<file path="config.mk">
export PLATFORM = sky130hd
export DESIGN_NAME = tmie_exec
export DESIGN_NICKNAME = d
export VERILOG_FILES = /design/src/hw/rtl/tmie_pkg.sv /design/src/hw/rtl/tmie_exec.sv
export SDC_FILE = /design/constraint.sdc
export NUM_CORES = 1
export LEC_CHECK = 0
export BUFFER_PORTS_ARGS = -buffer_cell sky130_fd_sc_hd__buf_4
export CELL_PAD_IN_SITES_DETAIL_PLACEMENT = 1
export CELL_PAD_IN_SITES_GLOBAL_PLACEMENT = 2
export CORE_MARGIN = 2
export CORE_UTILIZATION = 21
export DETAILED_ROUTE_END_ITERATION = 8
export GPL_TIMING_DRIVEN = 0
export PLACE_DENSITY = 0.91
export SYNTH_ARGS = -nofsm -noshare
export SYNTH_HDL_FRONTEND = slang
export SYNTH_SLANG_ARGS = --single-unit
export TNS_END_PERCENT = 10
</file>
<file path="constraint.sdc">
create_clock -name vclk -period 5
set_input_delay 0.25 -clock vclk [all_inputs]
set_output_delay 0.25 -clock vclk [all_outputs]
set_load 0.1 [all_outputs]
</file>
<file path="src/hw/rtl/tmie_pkg.sv">
// Shared types and constants for the tape machine instruction executor.
package tmie_pkg;

    localparam logic [7:0] CMD_RIGHT = 8'h3E;
    localparam logic [7:0] CMD_LEFT  = 8'h3C;
    localparam logic [7:0] CMD_INC   = 8'h2B;
    localparam logic [7:0] CMD_DEC   = 8'h2D;
    localparam logic [7:0] CMD_OUT   = 8'h2E;
    localparam logic [7:0] CMD_IN    = 8'h2C;
    localparam logic [7:0] CMD_OPEN  = 8'h5B;
    localparam logic [7:0] CMD_CLOSE = 8'h5D;

    localparam logic [2:0] ST_OK         = 3'd0;
    localparam logic [2:0] ST_UNMATCHED  = 3'd1;
    localparam logic [2:0] ST_EXHAUSTED  = 3'd2;
    localparam logic [2:0] ST_STACK_FULL = 3'd3;
    localparam logic [2:0] ST_TAPE_END   = 3'd4;
    localparam logic [2:0] ST_UNBALANCED = 3'd5;
    localparam logic [2:0] ST_HALTED     = 3'd6;

    localparam logic ACT_EXEC = 1'b0;

    typedef struct packed {
        logic [2:0] status;
        logic       halt_set;
        logic       emit_valid;
        logic [7:0] emit_byte;
        logic       console_taken;
        logic       jump;
        logic       cell_we;
        logic [7:0] cell_value;
        logic       push;
        logic       pop;
    } exec_ctl_t;

endpackage

</file>
<file path="src/hw/rtl/tmie_exec.sv">
// Command decode and execute logic for one registered request.
module tmie_exec (
    input  logic                  halted,
    input  logic                  action,
    input  logic [7:0]            cmd,
    input  logic [7:0]            console_byte,
    input  logic                  console_valid,
    input  logic [7:0]            cell_data,
    input  logic                  ptr_last,
    input  logic                  stack_empty,
    input  logic                  stack_full,
    output tmie_pkg::exec_ctl_t   ctl
);

    always_comb begin
        ctl = '0;
        ctl.status = tmie_pkg::ST_OK;
        if (halted) begin
            ctl.status = tmie_pkg::ST_HALTED;
        end else if (action != tmie_pkg::ACT_EXEC) begin
            if (!stack_empty) begin
                ctl.status = tmie_pkg::ST_UNBALANCED;
            end
        end else begin
            unique case (cmd)
                tmie_pkg::CMD_RIGHT: begin
                    if (ptr_last) begin
                        ctl.status = tmie_pkg::ST_TAPE_END;
                    end
                end
                tmie_pkg::CMD_INC: begin
                    ctl.cell_we    = 1'b1;
                    ctl.cell_value = cell_data + 8'd1;
                end
                tmie_pkg::CMD_DEC: begin
                    ctl.cell_we    = 1'b1;
                    ctl.cell_value = cell_data - 8'd1;
                end
                tmie_pkg::CMD_OUT: begin
                    ctl.emit_valid = 1'b1;
                    ctl.emit_byte  = cell_data;
                end
                tmie_pkg::CMD_IN: begin
                    if (console_valid) begin
                        ctl.cell_we       = 1'b1;
                        ctl.cell_value    = console_byte;
                        ctl.console_taken = 1'b1;
                    end else begin
                        ctl.status = tmie_pkg::ST_EXHAUSTED;
                    end
                end
                tmie_pkg::CMD_OPEN: begin
                    if (stack_full) begin
                        ctl.status = tmie_pkg::ST_STACK_FULL;
                    end else begin
                        ctl.push = 1'b1;
                    end
                end
                tmie_pkg::CMD_CLOSE: begin
                    if (stack_empty) begin
                        ctl.status = tmie_pkg::ST_UNMATCHED;
                    end else if (cell_data == 8'd0) begin
                        ctl.pop = 1'b1;
                    end else begin
                        ctl.jump = 1'b1;
                    end
                end
                default: begin
                end
            endcase
        end
        ctl.halt_set = (ctl.status != tmie_pkg::ST_OK) && (ctl.status != tmie_pkg::ST_HALTED);
    end

endmodule

</file>
## Yosys cells after proc, flatten, opt, wreduce, memory -nomap -nowiden

Index checks and enable logic that the tools add are counted.

- Equal/unequal tests: 8
- Reductions and logical operators: 3
- Add/subtract/negate cells: 2
- Muxes and demuxes: 23

Operator list:

| kind | count |
|---|---|
| $mux 22 | 2 |
| $eq 8x6->1 const B | 5 |
| $pmux 9 s3 | 1 |
| $mux 9 | 2 |
| $eq 8x7->1 const B | 2 |
| $mux 3 | 4 |
| $pmux 3 s4 | 1 |
| $mux 1 | 11 |
| $add 8x1->8 const B | 1 |
| $logic_not 8->1 | 1 |
| $sub 8x1->8 const B | 1 |
| $mux 2 | 2 |
| $ne 3x3->1 const B | 1 |
| $reduce_bool 3->1 | 1 |
| $logic_and 1x1->1 | 1 |

- Input port bits: 30
- Register bits: 0
- Output and inout bits: 26
- Word-level logic and storage cells: 36

## Depth between registers and ports, before layout

Gate-level depths: netlist of run 1.

- Depth after elaboration: 6
- Depth in mapped cells: 9
- Gate-level depth less buffers: 8

## Worst setup path after synthesis of run 1

Ideal clock, no wire load.

- Path kind: input to output
- From: in cmd[5]
- To: out ctl[11] in the netlist's numbering
- Data required time: 4,750 ps
- Arrival time: 3,902 ps
- Path buffers: 0
- Path slack: 848 ps
- Stages: 3
- Cells stage by stage: nor4bb_1 -> nand2_1 -> nor4b_1

RTL lines:

| item | RTL line | source |
|---|---|---|
| from (decl) | tmie_exec.sv:5 | `input logic [7:0] cmd,` |
| to (decl) | tmie_exec.sv:12 | `output tmie_pkg::exec_ctl_t ctl` |

==> run summary, run 1 <==
Peak supply drop - 0.0275 mV
CTS Hold Bufs - 0
Ranking of synthesized cells by area - ha_1, and2_1, nor2_1
Worst-Margin Slew - 623 ps
Net Sw Frac - 57.1%
Flop pwr share - 0%
Status - finished, final reports clean
Final Max Slew Viols - 0
Pin count of the biggest net entering global routing - 11
Ports - 56
Nets - 201
Mapped Avg Cell Area - 6.86 um^2
Netlist cell types - 42
I/O Buffers - 56
Antenna violations before repair - 0
FP Rows - 21
Logic pwr share - 100.0%
Crit path arrival time - 3280 ps
HP Class - input port to output port
Worst rel slew slack - 58.3%
Vias/cell - 5.01
YS warnings - 0
Post_cts resized - 0
Final HPWL DP - 2600 um
DRT iter0 DRCs - 47
Sequential cells - 0
Global route overflow - 0
P_sw - 0.0392 mW
RSZ-0062 raised after global routing - false
Max-cap violations - 0
1st-pass router iterations - 4
Period utilization - 70.6%
Synthesis-to-finish area growth - 65.7%
Clk pwr share - 0%
Die height - 62.8 um
Final hold viol count - 0
Die Wd - 62.8 um
P per Cell Area - 56.9 nW/um^2
Cell taking the most area after synthesis - ha_1
CP Class - input port to output port
Final WL - 3010 um
CP startpoint kind - input port
Syn Nets - 143
Minimum clock period - 3530 ps
GPL Wtd Cong - 0.813
Register area - 0 um^2
Sequential share of the synthesized area - 0%
Internal power - 0.0294 mW
DIE AREA - 3950 um^2
Final setup vio count - 0
Average wire per standard cell - 14.5 um
CP Capture Type - output port
Clk_buf instances - 0
Mapped Cells - 106
Core area - 3340 um^2
Via count - 1,042
Hold_ws - 874 ps
Diode count - 0
Initial Util - 21.8%
Required time of the critical path - 4750 ps
Number of setup buffers added after CTS - 0
Final setup TNS - 0 ps
Crit path max fanout - 8
Leakage - 0.547 nW
Drt drc - 0
Yosys top cell area share - 10.3%
Vias in the first global route - 1,038
Post-synthesis cell area - 727 um^2
First-pass GRT wire length - 5090 um
Max frequency - 0.283 GHz
Antenna viol nets, final - 0
Fraction of layout instances using a drive strength above 1 - 38.9%
GRT Total Usage - 15.1%
## area by class of cell
cell class         instances  area [um^2]
fillers                  436         2130
multi-input cells        101          699
repair buffers            56          420
well taps                 46         57.6
plain buffers              3         20.0
inverters                  2         7.51
## layer usage
| layer | vias to the layer above | wire length [um] | global-route usage (%) |
|---|---|---|---|
| met3 | 0 | 111 | 1.62 |
| met5 | - | 0 | 0 |
| met2 | 26 | 1520 | 27.4 |
| met1 | 496 | 1380 | 20.3 |
| li1 | 520 | - | - |
| met4 | 0 | 0 | 0 |
## power groups by stage
stage	Sequential [mW]	Clock, mW	Combinational (mW)
after global routing	0	0	0.0746
after detailed placement	0	0	0.0686
after global placement	0	0	0.0669
final	0	0	0.0686
after floorplan	0	0	0.0349
after CTS	0	0	0.0688
## cell usage after synthesis (3+ instances only)
| master | number |
|---|---|
| ha_1 | 6 |
| nor2_1 | 12 |
| o21ai_0 | 5 |
| nor4bb_1 | 3 |
| a31oi_1 | 3 |
| xnor2_1 | 3 |
| a22oi_1 | 4 |
| a21oi_1 | 6 |
| nand2_1 | 7 |
| a21o_1 | 3 |
| and2_1 | 9 |
| nor4_1 | 5 |
| nand3_1 | 3 |
| nor3_1 | 3 |
## stage by stage
stage	instance area (um^2)	instances	worst slack, ps	power [mW]	utilization (%)
3_3_place_gp	1200	208	1530	0.0669	36.1
4_1_cts	1200	208	1470	0.0688	36.1
3_5_place_dp	1200	208	1480	0.0686	36.1
5_1_grt	1200	208	1320	0.0746	36.1
2_1_floorplan	727	106	848	0.0349	-
6_report	1200	208	1470	0.0686	36.1
## path summary, 6_finish.rpt
path  cells past startpoint  slack [ps]        start       to
min                       3         870  stack_empty  ctl[11]
max                      11        1470       cmd[4]   ctl[9]
## kinds of logic after synthesis
| family | count (synthesis) | share of synthesized area [%] |
|---|---|---|
| simple gates | 58 | 48.4 |
| compound gates | 32 | 29.9 |
| fa+ha+maj | 7 | 13.1 |
| buf+inv | 5 | 3.79 |
| xor+xnor | 4 | 4.82 |
## placed cells by master, fill, tap and decap left out, types with 3 or more instances in the layout
master and count:
ha_1 6, nor4bb_1 3, xnor2_1 3, a22oi_1 4
nand2_1 7, and2_1 9, a31oi_1 3, nand3_1 3
buf_4 56, a21oi_1 6, nor4_1 5, a21o_1 3
nor3_1 3, nor2_1 12, o21ai_0 5
## critical path, stage by stage
cell and delay, ps:
buf_4 110, or4b_4 520, buf_6 160, nor2_1 450, ha_1 380, or3_1 380
a31o_2 250, a211o_1 260, a32oi_1 200, nor2_1 60, buf_4 260
No activity file was read; power rests on OpenSTA's default activity.
==> run 2: changes to the inputs <==
--- a/config.mk
+++ b/config.mk
@@ -9,10 +9,10 @@
 export CELL_PAD_IN_SITES_DETAIL_PLACEMENT = 1
 export CELL_PAD_IN_SITES_GLOBAL_PLACEMENT = 2
 export CORE_MARGIN = 2
-export CORE_UTILIZATION = 21
+export CORE_UTILIZATION = 20
 export DETAILED_ROUTE_END_ITERATION = 8
 export GPL_TIMING_DRIVEN = 0
-export PLACE_DENSITY = 0.91
+export PLACE_DENSITY = 0.88
 export SYNTH_ARGS = -nofsm -noshare
 export SYNTH_HDL_FRONTEND = slang
 export SYNTH_SLANG_ARGS = --single-unit
==> constraint.sdc (replaced) <==
create_clock -name vclk -period 3.66
set_input_delay 0.183 -clock vclk [all_inputs]
set_output_delay 0.183 -clock vclk [all_outputs]
set_load 0.1 [all_outputs]
==> run summary, run 2 (synthesized netlist as in run 1, its figures left out) <==
Max frequency - 0.295 GHz
Final WL - 3100 um
Die Wd - 64.3 um
First-pass GRT wire length - 5030 um
Via count - 1,048
Max-cap violations - 0
Pin count of the biggest net entering global routing - 11
Worst Slack Setup Final - 264 ps
Register area - 0 um^2
CP Capture Type - output port
Vias/cell - 5.04
Final HPWL DP - 2660 um
GRT Total Usage - 14.6%
Post-Place Worst Slack - 252 ps
Initial Util - 21.3%
Status - finished, final reports clean
Average wire per standard cell - 14.9 um
Final Max Slew Viols - 0
CP Class - input port to output port
I/O Buffers - 56
RSZ-0062 raised after global routing - false
Synthesis-to-finish area growth - 66.6%
Worst rel slew slack - 59.8%
Final hold viol count - 0
Diode count - 0
Layout Cells excl Fill - 208
Most frequent cells in the layout - buf_4, nor2_1, and2_1, nand2_1
1st-pass router iterations - 4
HP Start - stack_full
Global route overflow - 0
Number of setup buffers added after CTS - 0
Nets - 201
Critical path startpoint - cmd[4]
DRT iter0 DRCs - 30
CP startpoint kind - input port
Period utilization - 92.8%
Final Power - 0.0951 mW
Peak supply drop - 0.0343 mV
Drt drc - 0
Vias in the first global route - 1,037
Leakage - 0.549 nW
CTS Hold Bufs - 0
GPL Wtd Cong - 0.791
Core area - 3420 um^2
Worst-Margin Slew - 601 ps
Commonest non-fill, non-tap cell in the layout - buf_4
Crit path max fanout - 8
Required time of the critical path - 3480 ps
Final setup vio count - 0
FP Rows - 21
Placed Cells - 208
DIE AREA - 4130 um^2
Die height - 64.3 um
Sequential cells - 0
Crit path arrival time - 3210 ps
Ports - 56
P per Cell Area - 78.5 nW/um^2
Post_cts resized - 0
HP Class - input port to output port
Antenna viol nets, final - 0
Fraction of layout instances using a drive strength above 1 - 39.5%
Clk_buf instances - 0
Minimum clock period - 3400 ps
Antenna violations before repair - 0
==> run 2: cell counts in the layout (fill, tap and decap cells not counted) <==
Identical to the previous run, type by type.
==> run 2: report_power, final <==
| group | total (mW) | internal [mW] | switching (mW) |
|---|---|---|---|
| sequential | 0 | 0 | 0 |
| combinational | 0.0951 | 0.0403 | 0.0548 |
| clock | 0 | 0 | 0 |
| total | 0.0951 | 0.0403 | 0.0548 |
==> run 2: final cells by class <==
| type | count | area (um^2) |
|---|---|---|
| Timing Repair Buffer | 56 | 420 |
| Fill cell | 439 | 2200 |
| Buffer | 3 | 20.0 |
| Tap cell | 46 | 57.6 |
| Multi-Input combinational cell | 101 | 706 |
| Inverter | 2 | 7.51 |
==> run 2: routing by layer <==
metal / share of wire (%) / wire, um / GRT usage [%] / up-vias
li1: - / - / - / 524
met1: 46 / 1420 / 19.8 / 494
met2: 49 / 1520 / 26.7 / 30
met3: 5.0 / 155 / 1.06 / 0
met4: 0 / 0 / 0 / 0
met5: 0 / 0 / 0 / -
==> run 2: worst paths after layout <==
| check | endpoint | slack, ps | cells after the start |
|---|---|---|---|
| setup / recovery | ctl[9] | 260 | 11 |
| hold / removal | ctl[1] | 730 | 3 |
==> run 2: worst max-delay path, stage by stage <==
cell and delay [ps]:
buf_4 120, or4b_4 520, buf_6 160, nor2_1 440, ha_1 380, or3_1 380
a31o_2 250, a211o_1 260, a32oi_1 190, nor2_1 70, buf_4 260
==> run 2: metrics by stage <==
stage	hold slack [ps]	setup TNS (ps)	utilization, %	cell area, um^2
CTS	730	0	35.5	1210
global route	743	0	35.5	1210
global placement	729	0	35.5	1210
detailed placement	731	0	35.5	1210
finish	728	0	35.5	1210
floorplan	557	-219	-	733
