**src/hw/rtl/tmie_ram.sv**
```systemverilog
// Generic single-write, single-read RAM with a registered read port.
module tmie_ram #(
    parameter int WIDTH = 8,
    parameter int DEPTH = 16,
    localparam int AW = (DEPTH > 1) ? $clog2(DEPTH) : 1
) (
    input  logic             aclk,
    input  logic             we,
    input  logic [AW-1:0]    waddr,
    input  logic [WIDTH-1:0] wdata,
    input  logic             re,
    input  logic [AW-1:0]    raddr,
    output logic [WIDTH-1:0] rdata
);

    logic [WIDTH-1:0] mem_reg [DEPTH];
    logic [WIDTH-1:0] rdata_reg;

    always_ff @(posedge aclk) begin
        if (we) begin
            mem_reg[waddr] <= wdata;
        end
        if (re) begin
            rdata_reg <= mem_reg[raddr];
        end
    end

    assign rdata = rdata_reg;

endmodule

```
**config.mk**
```make
export PLATFORM = sky130hd
export DESIGN_NAME = tmie_ram
export DESIGN_NICKNAME = d
export VERILOG_FILES = /design/src/hw/rtl/tmie_ram.sv
export SDC_FILE = /design/constraint.sdc
export NUM_CORES = 1
export LEC_CHECK = 0
export BUFFER_PORTS_ARGS = -buffer_cell sky130_fd_sc_hd__buf_4
export CORE_ASPECT_RATIO = 1.5
export CORE_MARGIN = 8
export CORE_UTILIZATION = 45
export DETAILED_ROUTE_END_ITERATION = 6
export SETUP_SLACK_MARGIN = 0.3
export SLEW_MARGIN = 30
export SYNTH_ARGS = -nofsm -noshare
export SYNTH_HDL_FRONTEND = slang
export SYNTH_SLANG_ARGS = --single-unit
```
**constraint.sdc**
```tcl
create_clock -name aclk -period 1.7 [get_ports aclk]
set_input_delay 0.17 -clock aclk [delete_from_list [all_inputs] [get_ports aclk]]
set_output_delay 0.17 -clock aclk [all_outputs]
set_load 0.03 [all_outputs]
```
### Yosys cells after proc, flatten, opt, wreduce, memory -nomap -nowiden

Memories as Yosys holds them, arrays and structs flattened. A register that Yosys moved wholly into a read port is not among the register bits.
Cells that the tools add are included.

| word-level totals | value |
|---|---|
| bits in registers | 0 |
| bits in writable memories | 128 |
| input port bits | 19 |
| output and inout bits | 8 |
| logic and storage cells | 3 |
| memories | 1 |

| cells by class | value |
|---|---|
| muxes and demuxes | 2 |

Memory list:

| name | words | width | rd ports | clocked after memory_dff | write ports | RTL line | source |
|---|---|---|---|---|---|---|---|
| mem_reg | 16 | 8 | 1 | 1 | 1 | 16 | `logic [WIDTH-1:0] mem_reg [DEPTH];` |

Operators by type and width:

| cell | count |
|---|---|
| two-way mux 1 bit | 2 |

### Depth between registers and ports, before layout

Gate-level depths: netlist (run 1).

| depth | value |
|---|---|
| word-level depth | 2 |
| mapped depth | 5 |
| gate-level depth less buffers | 3 |

### Worst setup path after synthesis (run 1)

Ideal clock, no wire load.

| timing | value |
|---|---|
| path type | input to register |
| start point | input port waddr[2] |
| end point | memory mem_reg[0][0], enable pin |
| library setup time | 383 ps |
| arrival | 1,280 ps |
| data required time | 1,317 ps |
| setup slack | 37 ps |
| cell stages on the path | 2 |
| path buffers | 0 |
| cells stage by stage | or3b_2 > nor3_1 |

RTL lines:

| item | RTL line | source |
|---|---|---|
| start: declaration | 9 | `input logic [AW-1:0] waddr,` |
| end: declaration | 16 |  |

No word-level cell before the write port.

==> metrics.md, run 1 <==
| Metric | Value |
|---|---|
| Synth-to-layout area growth | 22.9% |
| RSZ-0062 raised after global routing | true |
| Site Rows | 48 |
| TritonCTS clock tree | yes |
| Crit path time final | 1.43 ns |
| Main area contributors after synthesis | edfxtp_1 (78%), mux4_2 (7.8%), mux4_1 (7.0%), a22oi_1 (2.3%), nor2_1 (0.93%) |
| R2r worst-path depth | 3 |
| Total GRT Usage | 14.2% |
| Hold Path Stages | 1 |
| Clk buf depth | 2 |
| Ant diodes | 0 |
| Pwr dens | 1240 nW/µm² |
| Largest net degree at the start of global routing | 19 |
| Core Region | 11400 µm² |
| Placed inst area | 5780 µm² |
| Yosys top cell by area | edfxtp_1 |
| I/O pin cnt | 27 |
| Grt ovf | 0 |
| WL final | 10300 µm |
| Slew Limit Fails | 0 |
| CTS Root Cell | clkbuf_16 |
| I/O Buffers | 26 |
| Post-route ant nets | 0 |
| Final #Nets | 313 |
| WL per Instance | 22.6 µm |
| Register area share after synthesis | 78.1% |
| Type of origin of the critical path | register |
| Share of layout cells above drive strength 1 | 41.8% |
| 1st-pass router iterations | 5 |
| Most common cell after layout, fill and taps aside | edfxtp_1 |
| Reg2reg start | mem_reg[7][0]$_DFFE_PP_ |
| Run status | completed |
| Synthesized flop and latch total | 136 |
| Setup Total Neg Slack | 0 ns |
| Hold path start | re |
| Setup slack, reg-to-reg | 0.27 ns |
| Detailed-route via count | 2512 |
| Number of global-route vias before repair | 2704 |
| First-pass GRT wire length | 15700 µm |
| Synth warnings | 0 |
| Setup Skew | 0.00490 ns |
| CP Class | reg -> reg |
| Top cell type's share of synthesized area | 78.1% |
| Hold slack | 0.0450 ns |
| Die area | 15400 µm² |
| Critical Path AT | 1.58 ns |
| Count of final setup violators | 0 |
| Worst VDD drop | 678 µV |
| Leakage Power | 0.00215 µW |
| GPL Wtd Cong | 0.786 |
| Least-Margin Pin Slew | 0.535 ns |
| Clock-pin transition on the worst setup and hold timing paths | 0.06 ns |
| FF-to-FF End | rdata[0]$_DFFE_PP_ |
| Max-cap violations | 0 |
| Hold_buf cts | 0 |
| Cell Area, Synth | 5230 µm² |
| FMAX | 699 MHz |
| Clock sink count | 136 |
| Clock buffer count from CTS | 17 |
| Most frequent cells in the layout | edfxtp_1 (136), buf_4 (52), mux4_2 (30) |
| Hold Path End | rdata[2]$_DFFE_PP_ |
| DRC viols | 0 |
| Initial antenna violation count | 0 |
| Synth cell types | 18 |
| Initial Utilization | 45.8% |
| Die X | 104 µm |
| Syn_area_per_cell | 22.8 µm² |
| Final instance area | 6420 µm² |
| Worst min path class | in -> reg |
| Initial DRC count | 172 |
| Post-Synthesis Cells | 229 |
| Hpwl dp | 6970 µm |
| H-tree depth | 4 |
| CP max FO | 1 |
| Clk Latency, worst-skew pair | 0.41 ns |
| Relative slew slack | 64.3% |
| Vias per cell | 5.51 |
| Fill cell count | 886 |
| Worst Setup End Kind | register |
| Synthesized Nets | 248 |
| Largest register FFs | 128 |
| Final hold vios | 0 |
| Final Cycle Share | 84.1% |
| CP required | 1.85 ns |
| Chip height | 148 µm |
[cell families (layout without fill, tap and decap cells)]
family	Yosys count	in the layout	synth area share, %
flops	136	136	78.1
mux	32	32	14.8
buf+inv	10	87	1.65
compound gates	16	16	2.30
simple gates	35	35	3.14
[power by group]
group	leakage [µW]	switching (µW)	total (µW)	internal [µW]
combinational	0.000627	241	438	197
sequential	0.00124	19.7	3800	3780
clock	0.000290	1290	3730	2430
total	0.00215	1560	7970	6410
[final cells by class]
class	instances	area [µm²]	area share, %
clock buffer	18	429	6.68
clock inverter	13	179	2.79
multi-input combinational	83	1070	16.7
sequential	136	4080	63.6
tap	150	188	2.92
timing repair buffer	56	470	7.33
[synthesized netlist by cell type, drive strengths merged]
library cell / count
nand3: 1
and2: 1
nor2b: 1
buf: 7
nand2b: 2
nand3b: 2
nor2: 13
nand2: 9
edfxtp: 136
a22oi: 16
clkdlybuf4s25: 3
or3b: 1
nor3: 4
mux4: 32
and2b: 1
[metrics by stage]
step                std cells  setup WS [ns]  power, µW  util, %
CTS                       456          0.259       8010     56.2
detailed placement        425        -0.0460       4290     50.6
global route              456          0.211       8190     56.3
finish                    456          0.270       7970     56.3
floorplan                 229          0.264       4090        -
global placement          425        -0.0473       4280     50.6
[critical path: stages (launching register included)]
cell and delay [ns]:
edfxtp_1 0.39, mux4_2 0.51, a22oi_2 0.20, nand2_1 0.08
[layer usage]
layer | up-vias | routed length, µm | GRT usage [%]
li1 | 1100 | - | -
met5 | - | 0 | 0
met1 | 1324 | 4270 | 15.8
met4 | 0 | 243 | 6.76
met3 | 13 | 361 | 4.40
met2 | 75 | 5410 | 24.3
[worst max-delay path by stage]
stage	start	end	cells after the start
CTS	mem_reg[8][7]$_DFFE_PP_	rdata[7]$_DFFE_PP_	3
detailed placement	raddr[0]	rdata[5]$_DFFE_PP_	5
finish	mem_reg[7][0]$_DFFE_PP_	rdata[0]$_DFFE_PP_	3
global route	mem_reg[2][7]$_DFFE_PP_	rdata[7]$_DFFE_PP_	3
floorplan	waddr[2]	mem_reg[3][0]$_DFFE_PP_	2
global placement	raddr[0]	rdata[5]$_DFFE_PP_	5
[repair_timing]
| action | CTS | global route |
|---|---|---|
| buffers inserted | 0 | 0 |
| endpoints found under the setup margin | 7 | 8 |
| resized for setup | 10 | 6 |
| pin swaps | 4 | 2 |
No activity file was read; power rests on OpenSTA's default activity.
==> run 2, diff against run 1 <==
--- a/config.mk
+++ b/config.mk
@@ -5,6 +5,7 @@
 export SDC_FILE = /design/constraint.sdc
 export NUM_CORES = 1
 export LEC_CHECK = 0
+export ABC_AREA = 1
 export BUFFER_PORTS_ARGS = -buffer_cell sky130_fd_sc_hd__buf_4
 export CORE_ASPECT_RATIO = 1.5
 export CORE_MARGIN = 8
==> constraint.sdc (replaced) <==
create_clock -name aclk -period 1.24 [get_ports aclk]
set_input_delay 0.124 -clock aclk [delete_from_list [all_inputs] [get_ports aclk]]
set_output_delay 0.124 -clock aclk [all_outputs]
set_load 0.03 [all_outputs]
==> run 2 against run 1 <==
Synthesized area increased by 12%; via count up 53%; clock power rose by 27%; setup slack got worse by 0.13 ns; total power grew 35%; cell area up 13%; utilization is 0.40 points higher; sequential share of layout area is 7.4 points lower; die area rose by 10%; register-to-register slack got worse by 0.12 ns; cell count grew 69%; sequential cell count did not move; highest routed layer unchanged.
==> metrics.md, run 2 <==
| Metric | Value |
|---|---|
| Chip height | 156 µm (+5.1%) |
| Cell Area, Synth | 5850 µm² (+12%) |
| Critical Path AT | 0.98 ns (-0.60 ns) |
| Syn_area_per_cell | 10.6 µm² (-54%) |
| Final Cycle Share | 89.1% |
| RSZ-0062 raised after global routing | true |
| CP max FO | 1 (unchanged) |
| GPL Wtd Cong | 0.798 (+1.6%) |
| Top cell type's share of synthesized area | 69.8% (-8.3 points) |
| Worst min path class | in -> reg |
| Final cell count without fillers | 771 (+69%) |
| Setup Skew | 0.00891 ns (+0.00401 ns) |
| Ant diodes | 0 (unchanged) |
| Most frequent cells in the layout | nand2_1 (168), edfxtp_1 (136), inv_1 (98) |
| Site Rows | 51 (+6.3%) |
| Final #Nets | 618 (+97%) |
| Total GRT Usage | 17.0% (+2.8 points) |
| Post-Synthesis Cells | 551 (+140%) |
| Count of final setup violators | 0 (unchanged) |
| Final instance area | 7270 µm² (+13%) |
| Initial DRC count | 206 (+20%) |
| WL met1 | 5460 µm (+28%) |
| Type of origin of the critical path | register |
| Worst Setup End Kind | output port |
| Synth-to-layout area growth | 24.4% |
| Post-route ant nets | 0 (unchanged) |
| Most common cell after layout, fill and taps aside | nand2_1 |
| Leakage Power | 0.00311 µW (+45%) |
| 1st-pass router iterations | 4 (-1) |
| Pwr dens | 1480 nW/µm² (+19%) |
| Number of global-route vias before repair | 3864 (+43%) |
| Grt ovf | 0 (unchanged) |
| Synth top cells by count | nand2_1 (173), edfxtp_1 (136), inv_1 (100) |
| Initial Utilization | 45.6% (-0.23 points) |
| Main area contributors after synthesis | edfxtp_1 (70%), nand2_1 (11%), nand3_1 (8.3%), inv_1 (6.4%), buf_6 (1.2%) |
| Max-cap violations | 0 (unchanged) |
| Least-Margin Pin Slew | 0.743 ns (+0.208 ns) |
| Run status | completed |
| CTS Root Cell | clkbuf_16 |
| Share of layout cells above drive strength 1 | 24.8% (-17 points) |
| Initial antenna violation count | 0 (unchanged) |
| Relative slew slack | 50.4% (-14 points) |
| Largest net degree at the start of global routing | 51 (+32) |
| Slew Limit Fails | 0 (unchanged) |
| Placed inst area | 6370 µm² (+10%) |
| Clock-pin transition on the worst setup and hold timing paths | 0.06 ns (about the same) |
| Final hold vios | 0 (unchanged) |
| WL final | 13600 µm (+32%) |
| Detailed-route via count | 3854 (+53%) |
| Clock sink count | 136 (unchanged) |
| Power, Total | 10800 µW (+35%) |
| Hpwl dp | 8710 µm (+25%) |
| I/O Buffers | 26 (unchanged) |
| Die area | 17000 µm² (+10%) |
| WP buf/inv | 1 (+1) |
| Post-placement cell count | 738 (+74%) |
| Core Region | 12800 µm² (+12%) |
| Slowest cell delay on critical path | 0.41 ns (-0.10 ns) |
| Number of synthesized flops with an enable pin | 136 (unchanged) |
| FFs w/ async S/R, synth | 0% (unchanged) |
| Crit path time final | 1.10 ns |
| Synth warnings | 0 (unchanged) |
| FMAX | 905 MHz |
| I/O pin cnt | 27 (unchanged) |
| CP Class | reg -> out |
| TritonCTS clock tree | yes |
| Clk buf depth | 2 (unchanged) |
| Met2 routed WL | 7150 µm (+32%) |
| Yosys top cell by area | edfxtp_1 |
| Cells along the critical path | buf_6 |
| CP delay by family, top | flip-flops |
| Synthesized Nets | 570 (+130%) |
| WL per Instance | 17.7 µm (-22%) |
| Synthesized flop and latch total | 136 (unchanged) |
| Cell with the most instances after synthesis | nand2_1 |
| Crit-path slowest cell | edfxtp_1 |
| Worst VDD drop | 969 µV (+43%) |
| Highest routed layer | met4 |
| Die X | 109 µm (+4.9%) |
| Primary FF master, synth | edfxtp_1 |
| CP required | 1.12 ns (-0.73 ns) |
| Clock buffer count from CTS | 17 (unchanged) |
| DRC viols | 0 (unchanged) |
| Setup Buffers After CTS | 0 (unchanged) |
| Synth cell types | 11 (-7) |
| Vias per cell | 5.00 (-9.3%) |
| Met3 routed wirelength | 580 µm (+61%) |
| Largest register FFs | 128 (unchanged) |
| Clk Latency, worst-skew pair | 0.41 ns (about the same) |
| H-tree depth | 4 (unchanged) |
| Register area share after synthesis | 69.8% (-8.3 points) |
| First-pass GRT wire length | 21000 µm (+34%) |
-- run 2: cell count changes after synthesis, moves of 14 or more --
cell / change
nand2_1: +164
inv_1: +100
nand3_1: +96
mux4_1: -14
a22oi_1: -16
mux4_2: -18
-- run 2: repair_timing --
| item | CTS | global route |
|---|---|---|
| hold buffers | 1 | 0 |
| gates resized for setup | 44 | 26 |
| endpoints found under the hold margin | 8 | 0 |
| endpoints found under the setup margin | 16 | 16 |
| cloned | 0 | 0 |
| pin swaps | 25 | 26 |
-- run 2: metrics by stage --
step           util [%]  setup TNS, ns  hold slack [ns]  setup WS (ns)
6_report           56.7              0           0.0713          0.136
5_1_grt            56.7              0           0.0642         0.0992
4_1_cts            55.8              0           0.0589          0.115
3_5_place_dp       49.7         -0.942            0.417         -0.153
3_3_place_gp       49.7         -0.674            0.434         -0.125
2_1_floorplan         -              0            0.223          0.165
-- run 2: layer usage --
metal  GRT usage, %  vias to the layer above
li1               -                     1877
met1           20.1                     1853
met2           28.4                       97
met3           3.60                       27
met4           8.19                        0
met5              0                        -
-- run 2: layout make-up --
type                       count  area (µm²)
sequential                   136        4080
clock buffer                  18         429
tap                          159         199
timing repair buffer          53         518
inverter                     102         383
clock inverter                14         134
multi-input combinational    289        1520
fill                        1062        5560
-- run 2: path summary, 6_finish.rpt --
path	startpoint	endpoint	slack, ns	cells after the start
worst max-delay path	rdata[1]$_DFFE_PP_	rdata[1]	0.14	1
worst min-delay path	wdata[6]	mem_reg[5][6]$_DFFE_PP_	0.07	1
worst min register to register	mem_reg[9][6]$_DFFE_PP_	rdata[6]$_DFFE_PP_	0.75	6
worst max register to register	mem_reg[7][0]$_DFFE_PP_	rdata[0]$_DFFE_PP_	0.15	6
-- run 2: logic make-up after synthesis --
group,Yosys count,synth area share (%)
flip-flops,136,69.8
AND/OR/NAND/NOR,289,20.8
buffers and inverters,126,9.39
-- run 2: power by group --
group	total (µW)	internal (µW)	switching, µW
logic	823	278	544
clock network	4740	2930	1810
registers	5210	5180	32.1
total	10800	8390	2390
